### src/firing_duration_profiler_defines.svh
// ----------------------------------------------------------------------------
// Firing duration profiler assertion macros
// Shared concurrent assertion forms, clocked on clock and disabled in reset.
// ----------------------------------------------------------------------------
`ifndef FIRING_DURATION_PROFILER_DEFINES_SVH
`define FIRING_DURATION_PROFILER_DEFINES_SVH

// Same-cycle implication: when ante holds, cons holds in that cycle.
`define FDP_ASSERT_IMPL(lbl, ante, cons, msg) \
   lbl: assert property (@(posedge clock) disable iff (reset) (ante) |-> (cons)) \
      else $error(msg);

// Next-cycle implication: when ante holds, cons starts in the following cycle.
`define FDP_ASSERT_NEXT(lbl, ante, cons, msg) \
   lbl: assert property (@(posedge clock) disable iff (reset) (ante) |=> (cons)) \
      else $error(msg);

`endif

### src/fdp_pkg.sv
// ----------------------------------------------------------------------------
// Firing duration profiler package
// Item types, codes and sizes used by all modules but the RAM, and the statistics update.
// ----------------------------------------------------------------------------
`timescale 1ns / 1ps

package fdp_pkg;

   localparam int QUEUE_DEPTH = 16;
   localparam int QUEUE_AW    = (QUEUE_DEPTH > 1) ? $clog2(QUEUE_DEPTH) : 1;
   localparam int QUEUE_CW    = $clog2(QUEUE_DEPTH + 1);
   localparam int ACTIONS     = 16;
   localparam int ACTION_AW   = (ACTIONS > 1) ? $clog2(ACTIONS) : 1;
   localparam int MASK_W      = 16;
   localparam int TICK_W      = 64;
   localparam int INDEX_W     = 4;

   typedef enum logic [1:0] {
      ACT_START   = 2'd0,
      ACT_END     = 2'd1,
      ACT_DISCARD = 2'd2,
      ACT_READ    = 2'd3
   } action_code_type;

   typedef enum logic [1:0] {
      STAT_OK       = 2'd0,
      STAT_EMPTY    = 2'd1,
      STAT_FULL     = 2'd2,
      STAT_DISABLED = 2'd3
   } status_code_type;

   typedef struct packed {
      action_code_type      action;
      logic [TICK_W-1:0]    timestamp;
      logic [INDEX_W-1:0]   act_slot;
      logic                 read_global;
   } req_item_type;

   typedef struct packed {
      status_code_type      status;
      logic [TICK_W-1:0]    duration;
      logic [TICK_W-1:0]    count_firings;
      logic [TICK_W-1:0]    sum_ticks;
      logic [TICK_W-1:0]    least_ticks;
      logic [TICK_W-1:0]    most_ticks;
      logic [TICK_W-1:0]    missed_count;
      logic [TICK_W-1:0]    missed_ticks;
   } rsp_item_type;

   // One statistics record: global or per action.
   typedef struct packed {
      logic [TICK_W-1:0] firings;
      logic [TICK_W-1:0] total;
      logic [TICK_W-1:0] least;
      logic [TICK_W-1:0] most;
   } stats_type;

   localparam int STATS_W = $bits(stats_type);

   localparam stats_type STATS_RESET = '{
      firings: '0,
      total:   '0,
      least:   '1,
      most:    '0
   };

   typedef struct packed {
      logic rd_en;
      logic push;
      logic pop;
   } queue_ctl_type;

   typedef struct packed {
      logic empty;
      logic full;
   } queue_stat_type;

   typedef struct packed {
      logic                 rd_en;
      logic                 wr_en;
      logic [ACTION_AW-1:0] index;
   } stats_ctl_type;

   // Fold one firing duration into a record.
   function automatic stats_type stats_add(stats_type s, logic [TICK_W-1:0] dur);
      stats_type r;
      r         = s;
      r.total   = s.total + dur;
      r.firings = s.firings + TICK_W'(1);
      if (dur < s.least) begin
         r.least = dur;
      end
      if (dur > s.most) begin
         r.most = dur;
      end
      return r;
   endfunction

endpackage

### src/fdp_ram.sv
// ----------------------------------------------------------------------------
// Generic RAM
// One write port, one read port with registered read data.
// ----------------------------------------------------------------------------
`timescale 1ns / 1ps

module fdp_ram #(
   parameter int WIDTH = 64,
   parameter int DEPTH = 16
) (
   input  logic                                         clock,
   input  logic                                         we,
   input  logic [((DEPTH > 1) ? $clog2(DEPTH) : 1)-1:0] waddr,
   input  logic [WIDTH-1:0]                             wdata,
   input  logic                                         re,
   input  logic [((DEPTH > 1) ? $clog2(DEPTH) : 1)-1:0] raddr,
   output logic [WIDTH-1:0]                             rdata
);

   logic [WIDTH-1:0] mem_ff [DEPTH];
   logic [WIDTH-1:0] rdata_ff;

   always_ff @(posedge clock) begin
      if (we) begin
         mem_ff[waddr] <= wdata;
      end
      if (re) begin
         rdata_ff <= mem_ff[raddr];
      end
   end

   assign rdata = rdata_ff;

endmodule

### src/fdp_action_stats.sv
// ----------------------------------------------------------------------------
// Per-action statistics store
// Records in RAM, a valid bit per action so unwritten records read as reset.
// ----------------------------------------------------------------------------
`timescale 1ns / 1ps
`include "firing_duration_profiler_defines.svh"

module fdp_action_stats (
   input  logic                    clock,
   input  logic                    reset,
   input  fdp_pkg::stats_ctl_type  ctl,
   input  fdp_pkg::stats_type      wr_data,
   output fdp_pkg::stats_type      rd_data
);

   import fdp_pkg::*;

   logic [ACTIONS-1:0]  valid_ff;
   logic                rd_valid_ff;
   logic [STATS_W-1:0]  ram_q;

   always_ff @(posedge clock) begin
      if (reset) begin
         valid_ff    <= '0;
         rd_valid_ff <= 1'b0;
      end else begin
         if (ctl.wr_en) begin
            valid_ff[ctl.index] <= 1'b1;
         end
         if (ctl.rd_en) begin
            rd_valid_ff <= valid_ff[ctl.index];
         end
      end
   end

   fdp_ram #(
      .WIDTH(STATS_W),
      .DEPTH(ACTIONS)
   ) u_stats_ram (
      .clock(clock),
      .we   (ctl.wr_en),
      .waddr(ctl.index),
      .wdata(wr_data),
      .re   (ctl.rd_en),
      .raddr(ctl.index),
      .rdata(ram_q)
   );

   // Substitute reset values for a record never written.
   assign rd_data = rd_valid_ff ? stats_type'(ram_q) : STATS_RESET;

   `FDP_ASSERT_IMPL(a_rd_wr_apart, ctl.rd_en, !ctl.wr_en, "stats read and write overlap")

endmodule

### config.mk
export PLATFORM = sky130hd
export DESIGN_NAME = fdp_action_stats
export DESIGN_NICKNAME = d
export VERILOG_FILES = /design/src/fdp_pkg.sv /design/src/fdp_ram.sv /design/src/fdp_action_stats.sv
export VERILOG_INCLUDE_DIRS = /design/src /design/src/src
export SDC_FILE = /design/constraint.sdc
export NUM_CORES = 2
export LEC_CHECK = 0
export BUFFER_PORTS_ARGS = -buffer_cell sky130_fd_sc_hd__buf_2
export CORE_MARGIN = 2
export CORE_UTILIZATION = 41
export DETAILED_ROUTE_END_ITERATION = 8
export SETUP_SLACK_MARGIN = 0.1
export SLEW_MARGIN = 20
export SYNTH_ARGS = -nofsm -noshare
export SYNTH_HDL_FRONTEND = slang
export SYNTH_HIERARCHICAL = 1
export SYNTH_SLANG_ARGS = --single-unit
### constraint.sdc
create_clock -name clock -period 36.5 [get_ports clock]
set_input_delay 9.125 -clock clock [delete_from_list [all_inputs] [get_ports clock]]
set_output_delay 9.125 -clock clock [all_outputs]
set_load 0.02 [all_outputs]
### After elaboration in Yosys (flattened, before gate mapping)

Memory sizes are Yosys's and may differ from the RTL's. A register that Yosys moved wholly into a read port is not among the register bits.
Index checks and enable logic that the tools add are counted.

* order comparisons: 2
* reduce and logical (&&, ||, !) cells: 1
* mux-type cells: 7
* bitwise operators: 1

Operator list (number)
* two-way mux 256 bit: 1
* OR 16 bit: 1
* < comparator 4 x 5 -> 1 bit, second input constant: 1
* binary-select mux 1 bit (select 4 bit): 1
* demux 1 bit (select 4 bit): 1
* >= comparator 4 x 1 -> 1 bit, second input constant: 1
* two-way mux 1 bit: 4
* logical AND 1 bit: 1

* logic and storage cells: 14
* memories kept: 1
* flip-flop bits (word level): 17
* output and inout port bits: 256
* input port bits: 264
* bits in writable memories: 4096

Memories
* u_stats_ram.mem_ff: depth 16, bits a word 256, rd ports 1, clocked after Yosys merged registers in 1, write ports 1, line fdp_ram.sv:20 `logic [WIDTH-1:0] mem_ff [DEPTH];`

### Longest topological paths before layout

* depth in word-level cells: 5
* mapped depth: 8
* depth with buffers taken out: 4

### Cells and area by module

The synthesis kept the hierarchy.

By module, submodules not included
* fdp_ram: seq. area each 130685.3 um2, instances 1, area an instance 161218.4 um2, cells an instance 6648
* fdp_action_stats: seq. area each 340.3 um2, instances 1, area an instance 2446.1 um2, cells an instance 363

### Least setup slack after synthesis

Ideal clock, no wire load.

* kind: input -> register
* from: input ctl[2] (netlist bit)
* to: memory u_stats_ram/mem_ff[0][0] (netlist bit), enable pin
* arrival: 26.858 ns
* slack: 8.451 ns
* stages: 2
* data required time: 35.310 ns
* library setup time: 1.190 ns
* path buffers: 0
* cell sequence: or3b_2 > nor3_1

RTL lines
* from (decl): line fdp_action_stats.sv:11 `input fdp_pkg::stats_ctl_type ctl,`
* to (decl): line fdp_ram.sv:20

Straight into the memory's write port.

==> results.cfg <==
[outcome]
status = finished, final reports clean

[power]
ir_drop_v = 0.0000375
p_clk_share_pct = 41.3
power_frac_comb_pct = 4.7
seq_power_share_pct = 54.0
p_sw_share_pct = 21.2
leakage_nw = 59.2
switching_power_w = 0.00223
power_density_nw_per_um2 = 56.4
p_int_w = 0.00830

[timing]
setup_violations = 0
fin_crit_sh_pct = 38.1
max_slew.worst_pin.slew_ps = 1180
fin_crit_ps = 13910
hold_viol_final = 0
clock.fmax_ghz = 0.0719
tns_ps = 0
holdWs_ps = 467
drv_slew = 0
grt_setup_unrepaired = no
finalClockSkew_ps = 47.6
maxSlewHeadroom_pct = 21.2

[cts]
htreeDepth = 5
hold_buffers = 0
cts_tree = done
cts-root-buf = clkbuf_16
path_clk_slew_ps = 60
cts_sinks = 4369
clockBufferDepth = 4
insertion_delay_ps = 1000
postCtsResizedCells = 0
postCtsSetupRepairBufs = 0
cts_inserted_buffers = 429

[floorplanning]
die_h_um = 636
fp.dieW_um = 636
fp-row-count = 232
core_um2 = 398000
num_io_pins = 520
die-area_um2 = 404000
initial_utilization_pct = 41.1

[cells_and_area]
multi_input_area_um2 = 30800
post-route-util_pct = 46.9
fin_cells = 13400
nNetsFinal = 7991
seqCellArea_um2 = 131000
area_delta_synth_final_pct = 14.0
design_area_um2 = 187000
fillers = 32500
drive_gt1_share_pct = 29.4

[setup_path]
required_ps = 37240
critPathCaptureType = register
critPathArrivalTime_ps = 14650
crit_fanout = 89
crit_buf_inv = 7
rrSetupSlack_ps = 34660
crit_top_cell = buf_4
crit_family = buffers and inverters
reg2reg_to = u_stats_ram/rdata[162]
cp_slowest_stage_delay_ps = 860
timing.rr.start = u_stats_ram/mem_ff[2][162]
critPathKind = in -> reg
reg2reg_depth = 3
cpMaxStageDelayCell = buf_4
crit_chain = buf_12 -> buf_4 -> buf_4 -> buf_4 -> buf_12 -> buf_16 -> buf_4 -> mux4_2 -> a22oi_1 -> nand2_1
start_kind = primary input

[placement]
dpl.cell_count = 12600
place_congestion = 0.729
port_buffers = 519
hpwl_um = 208000
dpl_cell_area_um2 = 173000

[drt]
wl_um = 415000
drc = 0
detail_route.first_pass.iterations = 5
drt_iter0_markers = 8248
vias = 77000
wl_per_cell_um = 31.0
ant_nets = 0
vias_per_cell = 5.74

[run]
cap_violations = 0

[min_path]
min_path_type = reg -> reg
hold_depth = 2
worstHoldStart = valid_ff[6]
worstHoldEndpoint = valid_ff[6]

[yosys]
yosys_warnings = 6
netlist_area_um2 = 164000
synth_edf_count = 4352
ys.flop_type = edfxtp_1
synth_seq_cells = 4369
seq_area_frac_synth_pct = 80.1
synthArstFlopShare_pct = 0
syn_inst = 7011
synthesis.nets = 7275
synth_cell_types = 36
postSynthAreaPerCell_um2 = 23.3

[grt]
grtUsageTotal_pct = 20.2
grt_pass1_vias = 78800
grt_pass1_wl_um = 589000
antenna_found_initial = 154
grt_max_degree = 118
grt_overflow = 0
cell type report:
class                           count  share of cell area [%]
Inverter                            1                 0.00201
Multi-Input combinational cell   2254                    16.5
Tap cell                         5265                    3.53
Antenna cell                       58                  0.0778
Sequential cell                  4369                    70.2
Clock buffer                      519                    5.94
Clock inverter                    275                    1.48
Timing Repair Buffer              672                    2.25
logic make-up (layout without fill, tap and decap cells):
| logic type | count (synthesis) | after routing | synth area share [%] |
|---|---|---|---|
| flip-flops | 4369 | 4369 | 80.1 |
| multiplexers | 1116 | 1116 | 14.3 |
| AND/OR/NAND/NOR | 579 | 579 | 1.85 |
| AO/OA/AOI/OAI | 559 | 559 | 2.55 |
| buffers and inverters | 388 | 1467 | 1.21 |
| other | 0 | 58 | 0 |
worst register-to-register path, stage by stage (launching register included):
cell      delay (ps)
edfxtp_1         370
mux4_2           450
a22oi_1          260
o21ai_0          390
power groups by stage:
stage               sequential [W]  combinational, W  clock, W
floorplan                  0.00580          0.000296         0
global placement           0.00579          0.000496         0
detailed placement         0.00579          0.000506         0
CTS                        0.00569          0.000506   0.00444
global route               0.00569          0.000537   0.00463
finish                     0.00568          0.000498   0.00435
state kept, by name, indices dropped and copies added, names as in the netlist:
signal	count
valid_ff	16
u_stats_ram/mem_ff	4096
rd_valid_ff	1
u_stats_ram/rdata	256
metal layers:
layer,track usage [%],routed length (µm),up-vias
met4,5.09,10800,54
met2,33.7,206000,3005
met5,0,321,-
met3,3.45,29900,653
met1,27.7,169000,42000
li1,-,-,31300
layout by cell type (no fill, tap or decap), types with 3 or more instances in the layout:
cell / count
nor3_2: 4
clkbuf_16: 430
clkbuf_1: 89
bufinv_16: 41
a31oi_1: 9
buf_12: 29
clkinv_16: 13
inv_16: 5
edfxtp_1: 4352
a221oi_1: 23
inv_6: 4
buf_4: 122
mux4_2: 968
diode_2: 58
o21ai_0: 27
buf_16: 3
o221ai_1: 33
a21oi_1: 8
nand2b_1: 91
mux2_2: 109
nor2b_1: 35
buf_2: 514
dfxtp_1: 16
a22oi_1: 450
clkinv_2: 92
mux2i_1: 37
clkinv_1: 105
and2_1: 194
nor2b_4: 4
nor2_1: 18
clkinv_8: 3
clkinvlp_4: 7
clkinv_4: 3
o22a_1: 6
nor2_4: 14
nand2_1: 203
buf_8: 3
Yosys cell counts, types with 20 or more instances:
library cell / count / area (µm²)
buf_4: 90 / 676
mux2i_1: 37 / 370
a221oi_1: 23 / 201
buf_1: 20 / 75.1
nand2_1: 203 / 762
buf_2: 87 / 435
nor2_1: 32 / 120
nand2b_1: 91 / 569
o21ai_0: 28 / 140
a22oi_1: 450 / 3380
nor2b_1: 41 / 257
and2_1: 196 / 1230
edfxtp_1: 4352 / 131000
o221ai_1: 33 / 289
mux2_2: 109 / 1230
clkbuf_1: 180 / 676
mux4_2: 968 / 21800
worst max path at each step:
stage	end	cells after the start	start	slack, ps
final	u_stats_ram/rdata[89]	10	ctl[0]	22590
after global routing	u_stats_ram/rdata[91]	10	ctl[0]	21980
after floorplan	u_stats_ram/mem_ff[0][0]	2	ctl[2]	8450
after global placement	u_stats_ram/rdata[91]	9	ctl[0]	21370
after CTS	u_stats_ram/rdata[75]	9	ctl[0]	22470
after detailed placement	u_stats_ram/rdata[85]	9	ctl[0]	21380
per-stage QoR:
stage	setup WS, ps	total power [W]
after floorplan	8450	0.00610
after global placement	21370	0.00628
after detailed placement	21380	0.00630
after CTS	22470	0.0106
after global routing	21980	0.0109
final	22590	0.0105
Power figures use the tool's default switching activity.
