File: src/firing_duration_profiler_defines.svh
// ----------------------------------------------------------------------------
// Firing duration profiler assertion macros
// Shared concurrent assertion forms, clocked on clock and disabled in reset.
// ----------------------------------------------------------------------------
`ifndef FIRING_DURATION_PROFILER_DEFINES_SVH
`define FIRING_DURATION_PROFILER_DEFINES_SVH

// Same-cycle implication: when ante holds, cons holds in that cycle.
`define FDP_ASSERT_IMPL(lbl, ante, cons, msg) \
   lbl: assert property (@(posedge clock) disable iff (reset) (ante) |-> (cons)) \
      else $error(msg);

// Next-cycle implication: when ante holds, cons starts in the following cycle.
`define FDP_ASSERT_NEXT(lbl, ante, cons, msg) \
   lbl: assert property (@(posedge clock) disable iff (reset) (ante) |=> (cons)) \
      else $error(msg);

`endif

File: src/fdp_pkg.sv
// ----------------------------------------------------------------------------
// Firing duration profiler package
// Item types, codes and sizes used by all modules but the RAM, and the statistics update.
// ----------------------------------------------------------------------------
`timescale 1ns / 1ps

package fdp_pkg;

   localparam int QUEUE_DEPTH = 16;
   localparam int QUEUE_AW    = (QUEUE_DEPTH > 1) ? $clog2(QUEUE_DEPTH) : 1;
   localparam int QUEUE_CW    = $clog2(QUEUE_DEPTH + 1);
   localparam int ACTIONS     = 16;
   localparam int ACTION_AW   = (ACTIONS > 1) ? $clog2(ACTIONS) : 1;
   localparam int MASK_W      = 16;
   localparam int TICK_W      = 64;
   localparam int INDEX_W     = 4;

   typedef enum logic [1:0] {
      ACT_START   = 2'd0,
      ACT_END     = 2'd1,
      ACT_DISCARD = 2'd2,
      ACT_READ    = 2'd3
   } action_code_type;

   typedef enum logic [1:0] {
      STAT_OK       = 2'd0,
      STAT_EMPTY    = 2'd1,
      STAT_FULL     = 2'd2,
      STAT_DISABLED = 2'd3
   } status_code_type;

   typedef struct packed {
      action_code_type      action;
      logic [TICK_W-1:0]    timestamp;
      logic [INDEX_W-1:0]   act_slot;
      logic                 read_global;
   } req_item_type;

   typedef struct packed {
      status_code_type      status;
      logic [TICK_W-1:0]    duration;
      logic [TICK_W-1:0]    count_firings;
      logic [TICK_W-1:0]    sum_ticks;
      logic [TICK_W-1:0]    least_ticks;
      logic [TICK_W-1:0]    most_ticks;
      logic [TICK_W-1:0]    missed_count;
      logic [TICK_W-1:0]    missed_ticks;
   } rsp_item_type;

   // One statistics record: global or per action.
   typedef struct packed {
      logic [TICK_W-1:0] firings;
      logic [TICK_W-1:0] total;
      logic [TICK_W-1:0] least;
      logic [TICK_W-1:0] most;
   } stats_type;

   localparam int STATS_W = $bits(stats_type);

   localparam stats_type STATS_RESET = '{
      firings: '0,
      total:   '0,
      least:   '1,
      most:    '0
   };

   typedef struct packed {
      logic rd_en;
      logic push;
      logic pop;
   } queue_ctl_type;

   typedef struct packed {
      logic empty;
      logic full;
   } queue_stat_type;

   typedef struct packed {
      logic                 rd_en;
      logic                 wr_en;
      logic [ACTION_AW-1:0] index;
   } stats_ctl_type;

   // Fold one firing duration into a record.
   function automatic stats_type stats_add(stats_type s, logic [TICK_W-1:0] dur);
      stats_type r;
      r         = s;
      r.total   = s.total + dur;
      r.firings = s.firings + TICK_W'(1);
      if (dur < s.least) begin
         r.least = dur;
      end
      if (dur > s.most) begin
         r.most = dur;
      end
      return r;
   endfunction

endpackage

File: src/fdp_ram.sv
// ----------------------------------------------------------------------------
// Generic RAM
// One write port, one read port with registered read data.
// ----------------------------------------------------------------------------
`timescale 1ns / 1ps

module fdp_ram #(
   parameter int WIDTH = 64,
   parameter int DEPTH = 16
) (
   input  logic                                         clock,
   input  logic                                         we,
   input  logic [((DEPTH > 1) ? $clog2(DEPTH) : 1)-1:0] waddr,
   input  logic [WIDTH-1:0]                             wdata,
   input  logic                                         re,
   input  logic [((DEPTH > 1) ? $clog2(DEPTH) : 1)-1:0] raddr,
   output logic [WIDTH-1:0]                             rdata
);

   logic [WIDTH-1:0] mem_ff [DEPTH];
   logic [WIDTH-1:0] rdata_ff;

   always_ff @(posedge clock) begin
      if (we) begin
         mem_ff[waddr] <= wdata;
      end
      if (re) begin
         rdata_ff <= mem_ff[raddr];
      end
   end

   assign rdata = rdata_ff;

endmodule

File: src/fdp_queue.sv
// ----------------------------------------------------------------------------
// Start timestamp queue
// Circular FIFO of start timestamps in RAM with head pointer and fill count.
// ----------------------------------------------------------------------------
`timescale 1ns / 1ps
`include "firing_duration_profiler_defines.svh"

module fdp_queue (
   input  logic                         clock,
   input  logic                         reset,
   input  fdp_pkg::queue_ctl_type       ctl,
   input  logic [fdp_pkg::TICK_W-1:0]   push_data,
   output logic [fdp_pkg::TICK_W-1:0]   head_data,
   output fdp_pkg::queue_stat_type      qstat
);

   import fdp_pkg::*;

   logic [QUEUE_AW-1:0] head_ff, head_in;
   logic [QUEUE_CW-1:0] count_ff, count_in;
   logic [QUEUE_AW:0]   tail_sum;
   logic [QUEUE_AW-1:0] tail_addr;

   // Tail lies count entries past head, wrapped at the depth.
   always_comb begin
      tail_sum = {1'b0, head_ff} + (QUEUE_AW + 1)'(count_ff);
      if (tail_sum >= (QUEUE_AW + 1)'(QUEUE_DEPTH)) begin
         tail_addr = QUEUE_AW'(tail_sum - (QUEUE_AW + 1)'(QUEUE_DEPTH));
      end else begin
         tail_addr = QUEUE_AW'(tail_sum);
      end
   end

   always_comb begin
      head_in  = head_ff;
      count_in = count_ff;
      if (ctl.pop) begin
         head_in  = (head_ff == QUEUE_AW'(QUEUE_DEPTH - 1)) ? '0 : head_ff + QUEUE_AW'(1);
         count_in = count_ff - QUEUE_CW'(1);
      end else if (ctl.push) begin
         count_in = count_ff + QUEUE_CW'(1);
      end
   end

   always_ff @(posedge clock) begin
      if (reset) begin
         head_ff  <= '0;
         count_ff <= '0;
      end else begin
         head_ff  <= head_in;
         count_ff <= count_in;
      end
   end

   assign qstat.empty = (count_ff == '0);
   assign qstat.full  = (count_ff == QUEUE_CW'(QUEUE_DEPTH));

   fdp_ram #(
      .WIDTH(TICK_W),
      .DEPTH(QUEUE_DEPTH)
   ) u_start_ram (
      .clock(clock),
      .we   (ctl.push),
      .waddr(tail_addr),
      .wdata(push_data),
      .re   (ctl.rd_en),
      .raddr(head_ff),
      .rdata(head_data)
   );

   `FDP_ASSERT_IMPL(a_no_push_full, ctl.push, !qstat.full, "push into full start queue")
   `FDP_ASSERT_IMPL(a_no_pop_empty, ctl.pop, !qstat.empty, "pop from empty start queue")
   `FDP_ASSERT_IMPL(a_count_bound, 1'b1, count_ff <= QUEUE_CW'(QUEUE_DEPTH), "queue overfilled")

endmodule

File: config.mk
export PLATFORM = sky130hd
export DESIGN_NAME = fdp_queue
export DESIGN_NICKNAME = d
export VERILOG_FILES = /design/src/fdp_pkg.sv /design/src/fdp_ram.sv /design/src/fdp_queue.sv
export VERILOG_INCLUDE_DIRS = /design/src /design/src/src
export SDC_FILE = /design/constraint.sdc
export NUM_CORES = 1
export LEC_CHECK = 0
export BUFFER_PORTS_ARGS = -buffer_cell sky130_fd_sc_hd__buf_2
export CORE_ASPECT_RATIO = 1.75
export CORE_MARGIN = 2
export CORE_UTILIZATION = 55
export DETAILED_ROUTE_END_ITERATION = 10
export PLACE_DENSITY = 0.75
export RECOVER_POWER = 25
export SLEW_MARGIN = 0
export SYNTH_ARGS = -nofsm -noshare
export SYNTH_HDL_FRONTEND = slang
export SYNTH_SLANG_ARGS = --single-unit
File: constraint.sdc
create_clock -name clock -period 4.8 [get_ports clock]
set_clock_uncertainty 0.2 [all_clocks]
set_input_delay 0.96 -clock clock [delete_from_list [all_inputs] [get_ports clock]]
set_output_delay 0.96 -clock clock [all_outputs]
set_load 0.01 [all_outputs]
======== After elaboration in Yosys (flattened, before gate mapping) ========
Memories as Yosys holds them, arrays and structs flattened. A register that Yosys moved wholly into a read port is not among the register bits.
Index checks and enable logic that the tools add are counted.
operators by class
  add/subtract/negate cells ............... 5
  magnitude comparators ................... 1
  equality and inequality tests ........... 2
  multiplexer cells ....................... 6
  reduce and logical (&&, ||, !) cells .... 2
operators by type and width
  kind                                                                number
  5-bit 2-to-1 mux                                                    2
  4-bit 2-to-1 mux                                                    2
  4-bit by 5-bit adder with 5-bit output                              1
  5-bit by 1-bit adder with 5-bit output, second input constant       1
  5-bit equality test, second input constant                          1
  5-bit greater-or-equal comparator, second input constant            1
  5-bit logical NOT                                                   1
  5-bit by 1-bit subtractor with 5-bit output, second input constant  1
  4-bit by 1-bit adder with 4-bit output, second input constant       1
  4-bit equality test, second input constant                          1
  4-bit by 1-bit subtractor with 4-bit output, second input constant  1
  1-bit 2-to-1 mux                                                    2
  2-bit nonzero test                                                  1
storage, ports and cells
  register bits after elaboration ......... 9
  RAM bits ................................ 1024
  memories kept ........................... 1
memories
  name                words  width  read ports  clocked after memory_dff  write ports  RTL line       RTL
  u_start_ram.mem_ff  16     64     1           1                         1            fdp_ram.sv:20  logic [WIDTH-1:0] mem_ff [DEPTH];

======== Logic depth before layout (Yosys ltp) ========
  word-level depth ........................ 3
  mapped depth ............................ 6
  gate-level depth less buffers ........... 6

======== By module ========
Synthesis repeated with hierarchy kept, for this count alone.
unflattened totals
  cell total of the unflattened synthesis .. 1720
  area, all modules ....................... 40878.0 um^2
by module, submodules not included
  module     times used  cells an instance  area each (um^2)  seq. area each (um^2)
  fdp_ram    1           1647               40222.3           32671.3
  fdp_queue  1           73                 655.6             180.2

======== Worst setup path before layout ========
OpenSTA, ideal clock, no wires.
  path type ............................... register -> register
  from .................................... register count_ff[0]
  to ...................................... memory u_start_ram.mem_ff[4][0] (enable)
  arrival time ............................ 4.198 ns
  slack ................................... -0.084 ns
  cell stages (with the launch flop) ...... 5
  clock period less this slack ............ 4.884 ns
  path through ............................ dfxtp_1 > ha_1 > fa_1 > or3b_1 > nor2_1
on the way
  cells in the longest elaborated chain, start to end .. 3
  elaborated cells between the ends (all ways) .. 4
ends and longest elaborated chain
  element                                                                                           RTL line                          RTL
  start, declared                                                                                   fdp_queue.sv:20                   logic [QUEUE_CW-1:0] count_ff, count_in;
  start signal, assigned                                                                            fdp_queue.sv:51                   count_ff <= count_in;
  4-bit by 5-bit adder with 5-bit output *                                                          fdp_queue.sv:26                   tail_sum = {1'b0, head_ff} + (QUEUE_AW + 1)'(count_ff);
  4-bit by 1-bit subtractor with 4-bit output or 5-bit greater-or-equal comparator (tied branches)  fdp_queue.sv:28, fdp_queue.sv:27
  4-bit 2-to-1 mux *                                                                                fdp_queue.sv:27                   if (tail_sum >= (QUEUE_AW + 1)'(QUEUE_DEPTH)) begin
  end, declared                                                                                     fdp_ram.sv:20
Mark *: on every way between the ends. The rest lies on a longest branch, timed or not.

======== Worst setup path in the final report ========
  from .................................... register count_ff[0]
  to ...................................... memory u_start_ram.mem_ff[9][19] (enable)
The elaborated chain is that of the path after synthesis.

==> reports/results.txt <==
outcome: completed
Cells on Worst Hold Path: 2
most frequently used cell type in the post-synthesis netlist: edfxtp_1
share of cells above drive strength 1: 26.92%
buffer type at the clock tree root: clkbuf_16
CP Launch Type: flop
clock tree from TritonCTS: done
final setup vio count: 0
io pins: 135
top cell type by total area after synthesis: edfxtp_1
part of the total power dissipated in sequential elements: 56.4%
post-synthesis mux area share: 14.23%
max frequency: 271.3 MHz
compound-cell area share of the yosys netlist: 2.601%
sequential element share of the synthesized area: 80.36%
RSZ-0062 raised after global routing: false
total of hold buffers inserted after clock tree synthesis: 0
dominant synthesized flop cell: edfxtp_1
clock slew seen by the registers of the worst setup and hold paths: 0.07 ns
Worst R2R Setup Slack: 1.11 ns
switching portion of total power: 21.35%
number of cells on the worst reg-to-reg path: 7
Post-Synth Adder-Cell Area: 0.3122%
NetSw: 4.232 mW
leakage power: 14.21 nW
slew at the pin closest to its max-slew limit: 1.164 ns
via count of the first global-routing pass: 19451
number of placement rows: 132
Async SR Flop Fraction: 0%
count of nets left with antenna violations after detail routing: 0
cell area after synthesis: 0.04088 mm2
required arrival time at the worst endpoint: 4.90 ns
Die Y: 364.7 um
Seq cells post-synth: 1097
initial cell density of the core: 55.38%
Tightest Hold Check Type: flop to flop
top cell types by occurrence after synthesis: 1088 x edfxtp_1, 256 x mux4_2, 128 x a22oi_1, 69 x nand2_1, 41 x clkbuf_1
Bufs on Longest Clock Path: 3
Final Hold Viols: 0
clock network fraction of total power: 36.1%
insertion delay to the later sink of the worst-skew pair: 0.63 ns
worst-path fanout max: 38
number of nets in the final layout: 1970
syn nets: 1802
GRT overflow: 0
wire length of the first global-routing pass: 125.9 mm
worst-case headroom to the max-slew limit: 22.23%
DR vias/cell: 6.337
DIE WIDTH: 210.1 um
CP Capture Type: flop
clock net sink count: 1097
Worst EP arrival: 3.78 ns
Post-Synth XOR/XNOR Area: 0.1500%
share of the synthesized area in the top cell type: 79.92%
number of enable flip-flop cells after synthesis: 1088
warnings from Yosys: 0
DRT Wirelength: 85.04 mm
count of H-tree levels built during CTS: 3
relative contribution of combinational cells to total power: 7.5%
input/output buffers: 134
post-route standard cell area excluding fillers: 0.04570 mm2
Global Route Usage Sum: 22.71%
final estimated routing congestion in global placement: 0.7414
main combinational cell family by area after synthesis: multiplexers
number of max-slew violations in the final report: 0
DR WL/cell: 29.33 um
number of design-rule violations left by the first detailed-router iteration: 1871
setup repair bufs after CTS: 0
power density over the cells: 433.8 mW/mm2
Syn-to-layout area delta: 11.79%
time the worst path needs with I/O delays and setup: 3.686 ns
main area contributors after synthesis: edfxtp_1 80%, mux4_2 14%, a22oi_1 2.4%, nand2_1 0.63%, dfxtp_1 0.44%
vias post-DR: 18376
number of iterations in the first detailed-routing pass: 5
area fraction in and, or, nand and nor cells after synthesis: 1.221%
Internal Dissipation: 15.59 mW
final critical-path share of the clock period: 76.78%
placed standard-cell area: 0.04293 mm2
Yosys cell types: 34
post-cts repair resize count: 0
clock buffers created by TritonCTS: 87
average size of a mapped cell: 23.71 um2
worst ir drop on vdd: 0.3117 mV
Die Footprint: 0.07661 mm2
Floorplan Core Area: 0.07383 mm2
critical path class: flop to flop
Hold WS: 0.3777 ns
largest net degree at the start of global routing: 140
drt drc: 0
DPL Wire Length: 43.11 mm
MaxCap Viol Count: 0
number of antenna violations at the first check in global routing: 7
instance count of the mapped netlist: 1724
[cell usage in the layout, fill, tap and decap left out, types with 5 or more instances in the layout]
cell / synthesis / routed
edfxtp_1: 1088 / 1088
mux4_2: 256 / 256
a22oi_1: 128 / 128
clkbuf_16: 0 / 88
buf_2: 22 / 88
nand2_1: 69 / 69
clkbuf_1: 41 / 59
buf_12: 0 / 21
clkinv_2: 0 / 19
nor2_4: 0 / 17
clkinv_1: 0 / 14
buf_4: 5 / 13
bufinv_16: 0 / 11
nor2_1: 27 / 10
a21oi_1: 8 / 8
ha_1: 7 / 7
dfxtp_1: 9 / 7
mux2i_1: 5 / 5
inv_6: 0 / 5
[critical path: stages, from the launching register on]
cell and delay [ns]:
dfxtp_1 0.38, ha_1 0.24, fa_1 0.43, xor2_1 0.20, nor2_1 0.18, mux2i_1 0.31, nor2_4 0.98, buf_12 0.38
[power groups by stage]
stage / logic, mW / clock network (mW) / registers (mW)
after floorplan: 0.862 / 0 / 11.4
after global placement: 1.46 / 0 / 11.4
after detailed placement: 1.50 / 0 / 11.4
after CTS: 1.52 / 7.27 / 11.2
after global routing: 1.61 / 7.59 / 11.2
final: 1.49 / 7.16 / 11.2
[state kept, by name, indices dropped and copies added, names as in the netlist]
| register | count |
|---|---|
| count_ff | 5 |
| head_ff | 4 |
| u_start_ram.mem_ff | 1024 |
| u_start_ram.rdata | 64 |
[layer usage]
layer	wire length (um)	global-route usage [%]	vias up
met5	82	0	-
met4	2288	7.482	12
met3	5269	3.635	153
met2	45610	40.20	758
met1	31790	28.89	9746
li1	-	-	7707
[per-stage QoR]
step / utilization, % / setup TNS, ns / setup WS, ns / std cells / power [mW]
after global routing: 61.90 / 0 / 0.9294 / 2897 / 20.40
after detailed placement: 58.15 / 0 / 1.108 / 2741 / 12.88
final: 61.91 / 0 / 1.114 / 2900 / 19.83
after global placement: 58.15 / 0 / 1.210 / 2741 / 12.81
after CTS: 61.97 / 0 / 1.078 / 2896 / 19.97
after floorplan: - / -20.55 / -0.08435 / 1724 / 12.27
[cell families after synthesis]
kind of cell | Yosys count
flops | 1097
mux | 261
compound gates | 145
simple gates | 116
buf+inv | 89
fa+ha+maj | 9
xor+xnor | 7
[area by class of cell]
cell class              count  area (um2)
inverters                   1       3.754
repair buffers            167        1127
fillers                  4762       28120
well taps                 938        1174
clock inverters            53       561.8
flip-flops and latches   1097       32860
diodes                      4       10.01
clock buffers             102        2255
multi-input cells         538        7712
[path summary, 6_finish.rpt]
kind | startpoint | to
setup / recovery | count_ff[0] | u_start_ram.mem_ff[9][19]
hold / removal | count_ff[1] | count_ff[1]
setup reg to reg | count_ff[0] | u_start_ram.mem_ff[9][19]
hold reg to reg | count_ff[1] | count_ff[1]
Note: power is estimated with default switching activity, not from simulation.
